[src/hw/rtl/fpa_pkg.sv]
// Shared constants and types for the first-fit page allocator.
package fpa_pkg;

   localparam int DEF_MAX_BLOCKS      = 64;
   localparam int DEF_PAGE_INDEX_BITS = 20;

   typedef enum logic [1:0] {
      CMD_ALLOC  = 2'd0,
      CMD_FREE   = 2'd1,
      CMD_ADD    = 2'd2,
      CMD_IGNORE = 2'd3
   } cmd_type;

   typedef enum logic [1:0] {
      ST_OK       = 2'd0,
      ST_NO_SPACE = 2'd1,
      ST_FULL     = 2'd2,
      ST_ZERO     = 2'd3
   } status_type;

endpackage

[src/hw/rtl/fpa_ram.sv]
// Generic simple dual-port RAM with registered read.
module fpa_ram #(
   parameter int WIDTH = 8,
   parameter int DEPTH = 16
) (
   input  logic                     clock,
   input  logic                     wr_en,
   input  logic [$clog2(DEPTH)-1:0] wr_addr,
   input  logic [WIDTH-1:0]         wr_data,
   input  logic [$clog2(DEPTH)-1:0] rd_addr,
   output logic [WIDTH-1:0]         rd_data
);

   logic [WIDTH-1:0] mem [DEPTH];

   always_ff @(posedge clock) begin
      if (wr_en) begin
         mem[wr_addr] <= wr_data;
      end
      rd_data <= mem[rd_addr];
   end

endmodule

[src/hw/rtl/first_fit_page_allocator.sv]
// First-fit page allocator: sorted free-block table in RAM, scan sequencer.
//
// Usage: drive req_command, req_base_page and req_page_count and raise start
// while busy is low; that beat is taken at the clock edge. busy then stays
// high until the result is out. Commands: allocate (first block long enough,
// remainder kept), free and add-region (inserted in address order, merged
// with exactly adjacent neighbours).
// Each request gives one result beat: rsp_valid is high for one cycle with
// rsp_status, rsp_start_page and rsp_free_total. The receiver cannot stall.
// Sequencing: trivial cases (zero count, unknown command, and for an allocate
// a request above the free total or an empty table) go from IDLE straight to
// DONE, which registers the strobe. Otherwise the table is scanned one entry
// per cycle through the RAM read port up to the hit or the insert point, then
// an insert or removal shifts the tail one entry per cycle (one read and one
// write per cycle). Worst case is a free inserted inside the table: the scan
// runs to the insert point and then the whole tail is shifted up by one entry.
// Throughput: one request at a time; start is taken again once busy drops,
// the cycle in which rsp_valid is shown.
// Reset: clears the state, strobe, block count and free total; the RAM is not
// cleared, since only entries below the count are ever used.
module first_fit_page_allocator
   import fpa_pkg::*;
#(
   parameter int MAX_BLOCKS      = DEF_MAX_BLOCKS,
   parameter int PAGE_INDEX_BITS = DEF_PAGE_INDEX_BITS
) (
   input  logic                       clock,
   input  logic                       reset,
   input  logic                       start,
   output logic                       busy,
   input  logic [1:0]                 req_command,
   input  logic [PAGE_INDEX_BITS-1:0] req_base_page,
   input  logic [PAGE_INDEX_BITS:0]   req_page_count,
   output logic                       rsp_valid,
   output logic [1:0]                 rsp_status,
   output logic [PAGE_INDEX_BITS-1:0] rsp_start_page,
   output logic [PAGE_INDEX_BITS:0]   rsp_free_total
);

   localparam int PW = PAGE_INDEX_BITS;
   localparam int LW = PAGE_INDEX_BITS + 1;
   localparam int EW = PW + LW;
   localparam int IW = $clog2(MAX_BLOCKS);
   localparam int CW = $clog2(MAX_BLOCKS + 1);
   localparam logic [LW-1:0] SPACE = {1'b1, {PW{1'b0}}};
   localparam logic [CW-1:0] FULL_COUNT = CW'(MAX_BLOCKS);

   typedef enum logic [6:0] {
      S_IDLE   = 7'b0000001,
      S_SCAN   = 7'b0000010,
      S_DECIDE = 7'b0000100,
      S_SHDN   = 7'b0001000,
      S_SHUP   = 7'b0010000,
      S_INS    = 7'b0100000,
      S_DONE   = 7'b1000000
   } state_type;

   state_type       state_ff, state_in;
   cmd_type         cmd_ff, cmd_in;
   status_type      status_ff, status_in;
   logic [PW-1:0]   base_ff, base_in;
   logic [LW-1:0]   n_ff, n_in;
   logic [CW-1:0]   scan_ff, scan_in;
   logic [CW-1:0]   pos_ff, pos_in;
   logic [CW-1:0]   j_ff, j_in;
   logic [EW-1:0]   prev_ff, prev_in;
   logic [EW-1:0]   cur_ff, cur_in;
   logic            hasprev_ff, hasprev_in;
   logic            hascur_ff, hascur_in;
   logic            inc_ff, inc_in;
   logic            dec_ff, dec_in;
   logic            fsub_ff, fsub_in;
   logic            fadd_ff, fadd_in;
   logic [PW-1:0]   page_ff, page_in;
   logic [CW-1:0]   count_ff, count_in;
   logic [LW-1:0]   free_ff, free_in;
   logic            rsp_valid_ff, rsp_valid_in;
   status_type      rsp_status_ff, rsp_status_in;
   logic [PW-1:0]   rsp_page_ff, rsp_page_in;
   logic [LW-1:0]   rsp_free_ff, rsp_free_in;

   logic            wr_en;
   logic [IW-1:0]   wr_addr, rd_addr;
   logic [EW-1:0]   wr_data, rd_data;

   // entry fields
   logic [PW-1:0]   rd_start, prev_start, cur_start;
   logic [LW-1:0]   rd_len, prev_len, cur_len;
   logic [LW-1:0]   avail, req_n_clamped;
   logic [LW-1:0]   prev_end, new_end;
   logic            merge_lo, merge_hi;
   logic [CW-1:0]   scan_nx, pos_nx, pos_pv, j_nx, j_pv, cnt_pv;
   logic [LW:0]     free_sum;

   assign rd_start   = rd_data[EW-1:LW];
   assign rd_len     = rd_data[LW-1:0];
   assign prev_start = prev_ff[EW-1:LW];
   assign prev_len   = prev_ff[LW-1:0];
   assign cur_start  = cur_ff[EW-1:LW];
   assign cur_len    = cur_ff[LW-1:0];

   // a freed block is cut to end at the top of the page space
   assign avail         = SPACE - {1'b0, req_base_page};
   assign req_n_clamped = (req_page_count > avail) ? avail : req_page_count;

   assign prev_end = {1'b0, prev_start} + prev_len;
   assign new_end  = {1'b0, base_ff} + n_ff;
   assign merge_lo = hasprev_ff && (prev_end == {1'b0, base_ff});
   assign merge_hi = hascur_ff && ({1'b0, cur_start} == new_end);

   assign scan_nx = scan_ff + 1'b1;
   assign pos_nx  = pos_ff + 1'b1;
   assign pos_pv  = pos_ff - 1'b1;
   assign j_nx    = j_ff + 1'b1;
   assign j_pv    = j_ff - 1'b1;
   assign cnt_pv  = count_ff - 1'b1;
   assign free_sum = {1'b0, free_ff} + {1'b0, n_ff};

   fpa_ram #(
      .WIDTH(EW),
      .DEPTH(MAX_BLOCKS)
   ) u_table (
      .clock  (clock),
      .wr_en  (wr_en),
      .wr_addr(wr_addr),
      .wr_data(wr_data),
      .rd_addr(rd_addr),
      .rd_data(rd_data)
   );

   always_comb begin
      state_in      = state_ff;
      cmd_in        = cmd_ff;
      status_in     = status_ff;
      base_in       = base_ff;
      n_in          = n_ff;
      scan_in       = scan_ff;
      pos_in        = pos_ff;
      j_in          = j_ff;
      prev_in       = prev_ff;
      cur_in        = cur_ff;
      hasprev_in    = hasprev_ff;
      hascur_in     = hascur_ff;
      inc_in        = inc_ff;
      dec_in        = dec_ff;
      fsub_in       = fsub_ff;
      fadd_in       = fadd_ff;
      page_in       = page_ff;
      count_in      = count_ff;
      free_in       = free_ff;
      rsp_valid_in  = 1'b0;
      rsp_status_in = rsp_status_ff;
      rsp_page_in   = rsp_page_ff;
      rsp_free_in   = rsp_free_ff;
      wr_en         = 1'b0;
      wr_addr       = '0;
      wr_data       = '0;
      rd_addr       = '0;

      unique case (state_ff)
         S_IDLE: begin
            if (start) begin
               cmd_in     = cmd_type'(req_command);
               base_in    = req_base_page;
               n_in       = (req_command == CMD_ALLOC) ? req_page_count : req_n_clamped;
               scan_in    = '0;
               pos_in     = '0;
               hasprev_in = 1'b0;
               hascur_in  = 1'b0;
               inc_in     = 1'b0;
               dec_in     = 1'b0;
               fsub_in    = 1'b0;
               fadd_in    = 1'b0;
               page_in    = '0;
               status_in  = ST_OK;
               state_in   = S_DONE;
               unique case (req_command)
                  CMD_ALLOC: begin
                     if (req_page_count == '0) begin
                        status_in = ST_ZERO;
                     end else if (req_page_count > free_ff || count_ff == '0) begin
                        status_in = ST_NO_SPACE;
                     end else begin
                        state_in = S_SCAN;
                     end
                  end
                  CMD_FREE, CMD_ADD: begin
                     if (req_page_count == '0) begin
                        status_in = ST_ZERO;
                     end else if (count_ff == '0) begin
                        state_in = S_DECIDE;
                     end else begin
                        state_in = S_SCAN;
                     end
                  end
                  default: begin
                     status_in = ST_OK;
                  end
               endcase
            end
         end

         S_SCAN: begin
            // rd_data holds entry scan_ff; fetch the next one ahead
            rd_addr = scan_nx[IW-1:0];
            if (cmd_ff == CMD_ALLOC) begin
               if (rd_len >= n_ff) begin
                  page_in = rd_start;
                  fsub_in = 1'b1;
                  if (rd_len > n_ff) begin
                     wr_en    = 1'b1;
                     wr_addr  = scan_ff[IW-1:0];
                     wr_data  = {rd_start + n_ff[PW-1:0], rd_len - n_ff};
                     state_in = S_DONE;
                  end else begin
                     dec_in = 1'b1;
                     if (scan_nx < count_ff) begin
                        j_in     = scan_nx;
                        state_in = S_SHDN;
                     end else begin
                        state_in = S_DONE;
                     end
                  end
               end else if (scan_nx == count_ff) begin
                  status_in = ST_NO_SPACE;
                  state_in  = S_DONE;
               end else begin
                  scan_in = scan_nx;
               end
            end else begin
               if (rd_start > base_ff) begin
                  pos_in    = scan_ff;
                  cur_in    = rd_data;
                  hascur_in = 1'b1;
                  state_in  = S_DECIDE;
               end else begin
                  prev_in    = rd_data;
                  hasprev_in = 1'b1;
                  if (scan_nx == count_ff) begin
                     pos_in   = count_ff;
                     state_in = S_DECIDE;
                  end else begin
                     scan_in = scan_nx;
                  end
               end
            end
         end

         S_DECIDE: begin
            if (merge_lo && merge_hi) begin
               wr_en   = 1'b1;
               wr_addr = pos_pv[IW-1:0];
               wr_data = {prev_start, prev_len + n_ff + cur_len};
               rd_addr = pos_nx[IW-1:0];
               fadd_in = 1'b1;
               dec_in  = 1'b1;
               if (pos_nx < count_ff) begin
                  j_in     = pos_nx;
                  state_in = S_SHDN;
               end else begin
                  state_in = S_DONE;
               end
            end else if (merge_lo) begin
               wr_en    = 1'b1;
               wr_addr  = pos_pv[IW-1:0];
               wr_data  = {prev_start, prev_len + n_ff};
               fadd_in  = 1'b1;
               state_in = S_DONE;
            end else if (merge_hi) begin
               wr_en    = 1'b1;
               wr_addr  = pos_ff[IW-1:0];
               wr_data  = {base_ff, cur_len + n_ff};
               fadd_in  = 1'b1;
               state_in = S_DONE;
            end else if (count_ff >= FULL_COUNT) begin
               status_in = ST_FULL;
               state_in  = S_DONE;
            end else if (pos_ff == count_ff) begin
               state_in = S_INS;
            end else begin
               rd_addr  = cnt_pv[IW-1:0];
               j_in     = cnt_pv;
               state_in = S_SHUP;
            end
         end

         S_SHDN: begin
            // move entry j down by one
            wr_en   = 1'b1;
            wr_addr = j_pv[IW-1:0];
            wr_data = rd_data;
            rd_addr = j_nx[IW-1:0];
            if (j_nx < count_ff) begin
               j_in = j_nx;
            end else begin
               state_in = S_DONE;
            end
         end

         S_SHUP: begin
            // move entry j up by one, from the tail towards pos
            wr_en   = 1'b1;
            wr_addr = j_nx[IW-1:0];
            wr_data = rd_data;
            rd_addr = j_pv[IW-1:0];
            if (j_ff == pos_ff) begin
               state_in = S_INS;
            end else begin
               j_in = j_pv;
            end
         end

         S_INS: begin
            wr_en    = 1'b1;
            wr_addr  = pos_ff[IW-1:0];
            wr_data  = {base_ff, n_ff};
            inc_in   = 1'b1;
            fadd_in  = 1'b1;
            state_in = S_DONE;
         end

         S_DONE: begin
            if (inc_ff) begin
               count_in = count_ff + 1'b1;
            end else if (dec_ff) begin
               count_in = cnt_pv;
            end
            if (fsub_ff) begin
               free_in = free_ff - n_ff;
            end else if (fadd_ff) begin
               free_in = (free_sum > {1'b0, SPACE}) ? SPACE : free_sum[LW-1:0];
            end
            rsp_valid_in  = 1'b1;
            rsp_status_in = status_ff;
            rsp_page_in   = (status_ff == ST_OK) ? page_ff : '0;
            rsp_free_in   = free_in;
            state_in      = S_IDLE;
         end

         default: begin
            state_in = S_IDLE;
         end
      endcase
   end

   always_ff @(posedge clock) begin
      if (reset) begin
         state_ff     <= S_IDLE;
         count_ff     <= '0;
         free_ff      <= '0;
         rsp_valid_ff <= 1'b0;
      end else begin
         state_ff     <= state_in;
         count_ff     <= count_in;
         free_ff      <= free_in;
         rsp_valid_ff <= rsp_valid_in;
      end
      cmd_ff        <= cmd_in;
      status_ff     <= status_in;
      base_ff       <= base_in;
      n_ff          <= n_in;
      scan_ff       <= scan_in;
      pos_ff        <= pos_in;
      j_ff          <= j_in;
      prev_ff       <= prev_in;
      cur_ff        <= cur_in;
      hasprev_ff    <= hasprev_in;
      hascur_ff     <= hascur_in;
      inc_ff        <= inc_in;
      dec_ff        <= dec_in;
      fsub_ff       <= fsub_in;
      fadd_ff       <= fadd_in;
      page_ff       <= page_in;
      rsp_status_ff <= rsp_status_in;
      rsp_page_ff   <= rsp_page_in;
      rsp_free_ff   <= rsp_free_in;
   end

   assign busy           = (state_ff != S_IDLE);
   assign rsp_valid      = rsp_valid_ff;
   assign rsp_status     = rsp_status_ff;
   assign rsp_start_page = rsp_page_ff;
   assign rsp_free_total = rsp_free_ff;

`ifndef SYNTHESIS
   a_strobe_single: assert property (@(posedge clock) disable iff (reset)
      rsp_valid |=> !rsp_valid)
      else $error("result strobe held for more than one cycle");

   a_start_busy: assert property (@(posedge clock) disable iff (reset)
      (start && !busy) |=> busy)
      else $error("accepted beat did not raise busy");

   a_count_bound: assert property (@(posedge clock) disable iff (reset)
      count_ff <= FULL_COUNT)
      else $error("block count beyond table depth");

   a_free_bound: assert property (@(posedge clock) disable iff (reset)
      free_ff <= SPACE)
      else $error("free total beyond page space");

   a_idle_no_write: assert property (@(posedge clock) disable iff (reset)
      (state_ff == S_IDLE) |-> !wr_en)
      else $error("table written while idle");
`endif

endmodule

[config.mk]
export PLATFORM = sky130hd
export DESIGN_NAME = first_fit_page_allocator
export DESIGN_NICKNAME = d
export VERILOG_FILES = /design/src/hw/rtl/fpa_pkg.sv /design/src/hw/rtl/fpa_ram.sv /design/src/hw/rtl/first_fit_page_allocator.sv
export SDC_FILE = /design/constraint.sdc
export NUM_CORES = 2
export LEC_CHECK = 0
export BUFFER_PORTS_ARGS = -buffer_cell sky130_fd_sc_hd__buf_4
export CORE_MARGIN = 4
export CORE_UTILIZATION = 50
export DETAILED_ROUTE_END_ITERATION = 10
export GPL_ROUTABILITY_DRIVEN = 0
export HOLD_SLACK_MARGIN = 0.02
export PLACE_DENSITY = 0.61
export SYNTH_ARGS = -nofsm -noshare
export SYNTH_HDL_FRONTEND = slang
export SYNTH_HIERARCHICAL = 1
export SYNTH_SLANG_ARGS = --single-unit
[constraint.sdc]
create_clock -name clock -period 9.6 [get_ports clock]
set_input_delay 1.92 -clock clock [delete_from_list [all_inputs] [get_ports clock]]
set_output_delay 1.92 -clock clock [all_outputs]
set_load 0.05 [all_outputs]
# Yosys cells after proc, flatten, opt, wreduce, memory -nomap -nowiden
# Memories as Yosys holds them, arrays and structs flattened. A register that Yosys moved wholly into a read port is not among the register bits.
# Index checks and enable logic that the tools add are counted.
# totals
register_bits	253
latchBits	0
ram_bits	2624
romBits	0
inputBits	46
out_inout_bits	45
word_cells	250
memories	1
# mem_list
name	depth	word_bits	rd	rd_ports_with_merged_regs	wr	line_no	text
u_table.mem	64	41	1	1	1	fpa_ram.sv:14	logic [WIDTH-1:0] mem [DEPTH];
# op_classes
add_sub_neg	17
multipliers	0
n_div	0
magnitude_cmp	10
n_eq_ne	45
n_shift	0
muxes	119
n_bitwise	2
reduce_logical	33
# op_table
cell	n
$mux 7	40
$mux 41	6
$pmux 41 s4	1
$mux 21	5
$mux 6	12
$add 21x21->21	3
$gt 21x21->1	3
$mux 20	3
$add 20x21->21	2
$pmux 7 s2	3
$pmux 7 s6	1
$sub 21x21->21	2
$pmux 20 s2	1
$ne 2x2->1 const B	19
$pmux 6 s5	1
$add 7x1->7 const B	4
$pmux 7 s4	1
$mux 1	24
$ne 3x3->1 const B	8
$pmux 6 s4	1
$add 21x21->22	1
$gt 22x21->1 const B	1
$eq 20x21->1	1
$eq 21x20->1	1
44 further kinds	82

# Longest topological paths before layout
# depth
ltp_word	9
depth_mapped	24
depth_no_buf	23

# Modules after synthesis
# Netlist, hierarchy kept.
# by_module_without_submodules
mod	instances	cells_each	area_per_inst_um2	seq_area_each_um2
fpa_ram	1	4216	100405.0	79616.4
first_fit_page_allocator	1	2772	24210.7	7236.9

# Least setup slack after synthesis
# No wires, ideal clock.
# synth_timing
kind	register to register
start	register n_ff[0]
end	memory u_table/mem[55][0] (netlist name), enable pin
setup_ns	0.490
arrival_time_ns	7.210
required_ns	9.110
slack_ns	1.900
path_stages_with_launch	17
synth_period_minus_slack_ns	7.700
cell_sequence	edfxtp_1 ha_1 fa_1 a211oi_1 nor4_1 or3_1 o21a_1 nor4b_1 nand4_1 a2111oi_2 clkbuf_1 nand2_1 mux2_2 o21ai_0 clkbuf_1 nand3_1 nor3_1
# synth_between
word_cells_on_any_way	22
cone_classes	add/sub (1); order compare (2); eq/ne (1); mux (16); reduce/logical (2)
# synth_lines
element	line_no	text
from (decl)	first_fit_page_allocator.sv:62	logic [LW-1:0] n_ff, n_in;
from (signal assigned)	first_fit_page_allocator.sv:361	n_ff <= n_in;
$add 20x21->21	first_fit_page_allocator.sv:107	assign new_end = {1'b0, base_ff} + n_ff;
$eq 20x21->1	first_fit_page_allocator.sv:109	assign merge_hi = hascur_ff && ({1'b0, cur_start} == new_end);
$logic_and 1x1->1	first_fit_page_allocator.sv:109	
$mux 6	first_fit_page_allocator.sv:269	end else if (merge_hi) begin
$mux 6	first_fit_page_allocator.sv:263	end else if (merge_lo) begin
$mux 6	first_fit_page_allocator.sv:250	if (merge_lo && merge_hi) begin
$pmux 6 s5 *	first_fit_page_allocator.sv:160	unique case (state_ff)
net wr_addr[1]	first_fit_page_allocator.sv:83	logic [IW-1:0] wr_addr, rd_addr;
to (decl)	fpa_ram.sv:14	
# The timed path passes the listed nets; every way through them passes the cells marked *.

# Worst setup path after layout
# layout_timing
start	register prev_ff[10]
end	register u_table.rd_data[19] (read register of u_table.mem)
# layout_between
elab_chain_cells	6
word_cells_on_any_way	7
cone_classes	add/sub (1); eq/ne (1); mux (3); reduce/logical (2)
# layout_lines
element	line_no	text
from (decl)	first_fit_page_allocator.sv:66	logic [EW-1:0] prev_ff, prev_in;
from (signal assigned)	first_fit_page_allocator.sv:365	prev_ff <= prev_in;
$add 20x21->21 *	first_fit_page_allocator.sv:106	assign prev_end = {1'b0, prev_start} + prev_len;
$eq 21x20->1 *	first_fit_page_allocator.sv:108	assign merge_lo = hasprev_ff && (prev_end == {1'b0, base_ff});
$logic_and 1x1->1 *	first_fit_page_allocator.sv:108	
$mux 6 / $logic_and 1x1->1 (equally long branches)	first_fit_page_allocator.sv:263, first_fit_page_allocator.sv:250	
$mux 6 *	first_fit_page_allocator.sv:250	
$pmux 6 s4 *	first_fit_page_allocator.sv:160	
net rd_addr[0]	first_fit_page_allocator.sv:83	
to (decl)	fpa_ram.sv:11	output logic [WIDTH-1:0] rd_data
# Marked as above.
# A chain may end at the register's enable or synchronous reset.

==> metrics.txt <==
total number of vias=70,167; Net Count, Synth=7,317; # DRC=0; Comb pwr share=4.5%; GR Util met2=44.6%; Ys Warns=6; cell area after synthesis=125,000 um2; Non-Filler Instances=10,886; gr ovfl total=0; layout cells sized above 1=22.8%; first-pass GRT wire length=506,000 um; relative slew slack=11.7%; worst hold stages=0; Synth Area per Inst=17.8 um2; Synth top area share=68.5%; Ports=91; Cell variety after synth=86; leading area contributor after synthesis=edfxtp_1; worst path cell trace=ha_1, a21o_1, a2111oi_0, a21oi_1, a2111o_1, a2111oi_0, nand4_1, or4_1, nor4_2, buf_4, nand2_2, a21o_1, o221ai_4, buf_12, buf_12, buf_12, mux4_2, mux4_2, o22ai_1, nor2_1; # hold bufs at CTS=0; Flop pwr share=51.7%; total core area=248,000 um2; ys flop type=edfxtp_1; antenna violations before repair=7; GRT Total Usage=27.4%; largest cells by area after synthesis=edfxtp_1 68%, mux4_2 13%, ha_1 2.8%; Seq cells post-synth=2,918; Routed wire per std cell=32.5 um; EDFF count, synth=2,841; Initial DRC Count=8,673; Final Critical Period=8.52 ns; Sw Share=21.1%; GRT Max-Usage Layer=met2; unrepaired setup endpoints after global routing=false; largest net degree at the start of global routing=86; H-tree levels=5; TritonCTS clock tree=built; Resize count post-CTS=0; Critical Path End Type=register; HPWL Detailed=217,000 um; max-cap violation count=0; Syn Inst Count=6,988; die width=507 um; CTS buffer count=317; CP max stage delay=0.90 ns; die height=507 um; post-route ant nets=0; sequential share of the synthesized area=69.7%; register area=86,900 um2; largest family of logic cells by synthesized area=multiplexers; number of fill cells=18,696; worst r2r path cells=20; adder-cell share of the synthesized area=2.90%; fraction of registers with async set or reset after synthesis=0%; Port Buf Inserts=90; xor and xnor fraction of the mapped netlist area=1.56%; simple-gate share of the synthesized area=4.21%; Slew @ Worst Pin=1.32 ns; PwrDens=190 nW/um2; Final period util=88.7%; GR Util met3=4.43%; Hold/Removal Path Class=register to register; CP Data Arrival Time=9.28 ns; Top cell by count, worst path=buf_12; DR pass1 iterations=6; final WL=353,000 um; area delta synth->final=13.6%; die area=257,000 um2; clk_lat worst skew=0.95 ns; Worst IR Drop VDD=0.203 mV; Worst Path Max Fanout=41; status=complete, no violations; max-slew violations=0; Worst Skew=0.0506 ns; routing usage on met1=38.2%; sum of negative setup slack=0 ns; # rows=183; Multi-input gate area=36,500 um2; Clock Path Buffers=4; Final Hold Fails=0; clock-pin slew on the worst setup and hold paths=0.06 ns; multiplexer share of the synthesized area=14.1%; crit start category=register; Root Buffer=clkbuf_16; postcts setup bufs=0; Req. time, crit path=10.36 ns; Sink Count=2,918; via/cell ratio=6.45; DP Cell Count=10,336; total net switching power=0.00568 W; internal power=0.0213 W; Final #Nets=7,654; # setup viols final=0; LEAKAGE=38.8 nW; Max stage delay cell, worst path=o221ai_4; Synth Area in Compound Gates=5.79%; initial core utilization=50.2%; fmax=0.117 GHz; Setup CP Type=register to register; number of global-route vias before repair=69,137; clock share of power=43.7%
kinds of logic (layout without fill, tap and decap cells):
| family | count (synthesis) | count (layout) |
|---|---|---|
| adder cells (fa/ha/maj) | 283 | 283 |
| AND/OR/NAND/NOR | 1078 | 1078 |
| AO/OA/AOI/OAI | 1115 | 1115 |
| multiplexers | 863 | 863 |
| flip-flops | 2918 | 2918 |
| XOR/XNOR | 222 | 222 |
| buffers and inverters | 509 | 1072 |
| other | 0 | 5 |
path summary, 6_finish.rpt:
kind | from | to | slack (ns)
max | prev_ff[10]$_DFFE_PP_ | u_table/rd_data[19]$_DFF_P_ | 1.08
min | status_ff[0]$_DFFE_PP_ | rsp_status[0]$_DFFE_PP_ | 0.45
max reg2reg | prev_ff[10]$_DFFE_PP_ | u_table/rd_data[19]$_DFF_P_ | 1.08
min reg2reg | status_ff[0]$_DFFE_PP_ | rsp_status[0]$_DFFE_PP_ | 0.45
worst max-delay path: cells and delay by family, from the launching register on:
kind	cells	cell delay (ns)
fa+ha+maj	1	0.49
simple gates	5	1.19
compound gates	8	3.66
buf+inv	4	1.34
mux	2	1.07
flops	1	0.43
placed cells by master (no fill, tap or decap), drive strengths merged, types with 29 or more instances in the layout:
master,n
ha,274
edfxtp,2841
a22oi,29
nor3,85
nand4,45
a31oi,43
a21oi,275
mux2,63
nand3,67
nor2,352
xnor2,141
o221ai,57
and2,57
mux2i,92
nand2b,49
mux4,708
dfxtp,77
o21ai,220
or3,33
xor2,81
a21o,88
nand2,227
o22ai,138
o21a,52
nor2b,35
clkbuf,401
buf,367
clkinv,105
inv,165
sequential cells by signal (all words and copies together) (netlist names), 7 cells and up:
signal / flops
rsp_start_page: 20
prev_ff: 41
free_ff: 21
scan_ff: 7
rsp_free_total: 21
u_table/mem: 2624
cur_ff: 41
page_ff: 20
count_ff: 7
n_ff: 21
state_ff: 7
base_ff: 20
pos_ff: 7
j_ff: 7
u_table/rd_data: 41
stage by stage:
step / utilization, % / cell area (um2) / total power [W] / hold WS (ns) / setup slack [ns]
detailed placement: 53.0 / 132000 / 0.0154 / 0.461 / 1.13
global placement: 53.0 / 132000 / 0.0154 / 0.453 / 1.10
finish: 57.0 / 142000 / 0.0269 / 0.450 / 1.08
floorplan: - / 125000 / 0.0150 / 0.427 / 1.90
CTS: 57.0 / 142000 / 0.0271 / 0.454 / 1.11
global route: 57.0 / 142000 / 0.0278 / 0.467 / 0.564
layout make-up:
cell class	instances	share of cell area, %
flip-flops and latches	2918	61.4
multi-input cells	3561	25.8
clock buffers	401	6.03
well taps	3330	2.94
repair buffers	367	2.44
clock inverters	144	0.957
inverters	160	0.429
diodes	5	0.00884
power groups by stage:
stage          logic, W  registers [W]  clock network [W]
2_1_floorplan  0.000839         0.0141                  0
3_3_place_gp    0.00119         0.0142                  0
3_5_place_dp    0.00120         0.0142                  0
4_1_cts         0.00121         0.0139             0.0120
5_1_grt         0.00133         0.0139             0.0125
6_report        0.00123         0.0139             0.0118
cell usage after synthesis (all sizes together), types with 8 or more instances:
master and n:
a221oi 16, xor2 81, a22o 12, a21o 88, mux4 708, nor2b 35
inv 159, o31ai 20, buf 153, nor2 352, or4 13, clkbuf 196
edfxtp 2841, and3 23, o21bai 10, o21a 52, o22ai 138, dfxtp 77
nand2 227, a211oi 26, nand3 67, a21boi 8, nand4 45, o221ai 57
fa 9, a2111oi 13, xnor2 141, and2 57, a22oi 29, ha 274
nand2b 49, mux2i 92, o211ai 20, a21oi 275, nand3b 20, or2 22
o21ai 220, nor3 85, nor4 24, mux2 63, or3 33, o311ai 8
a211o 11, a31oi 43
layer usage:
metal / part of all wire [%] / up-vias / wire length [um]
met1: 39 / 36887 / 139000
met5: 0.0037 / - / 13
met4: 3.5 / 2 / 12400
met3: 8.5 / 590 / 30000
li1: - / 29159 / -
met2: 49 / 3529 / 172000
No activity file was read; power rests on OpenSTA's default activity.
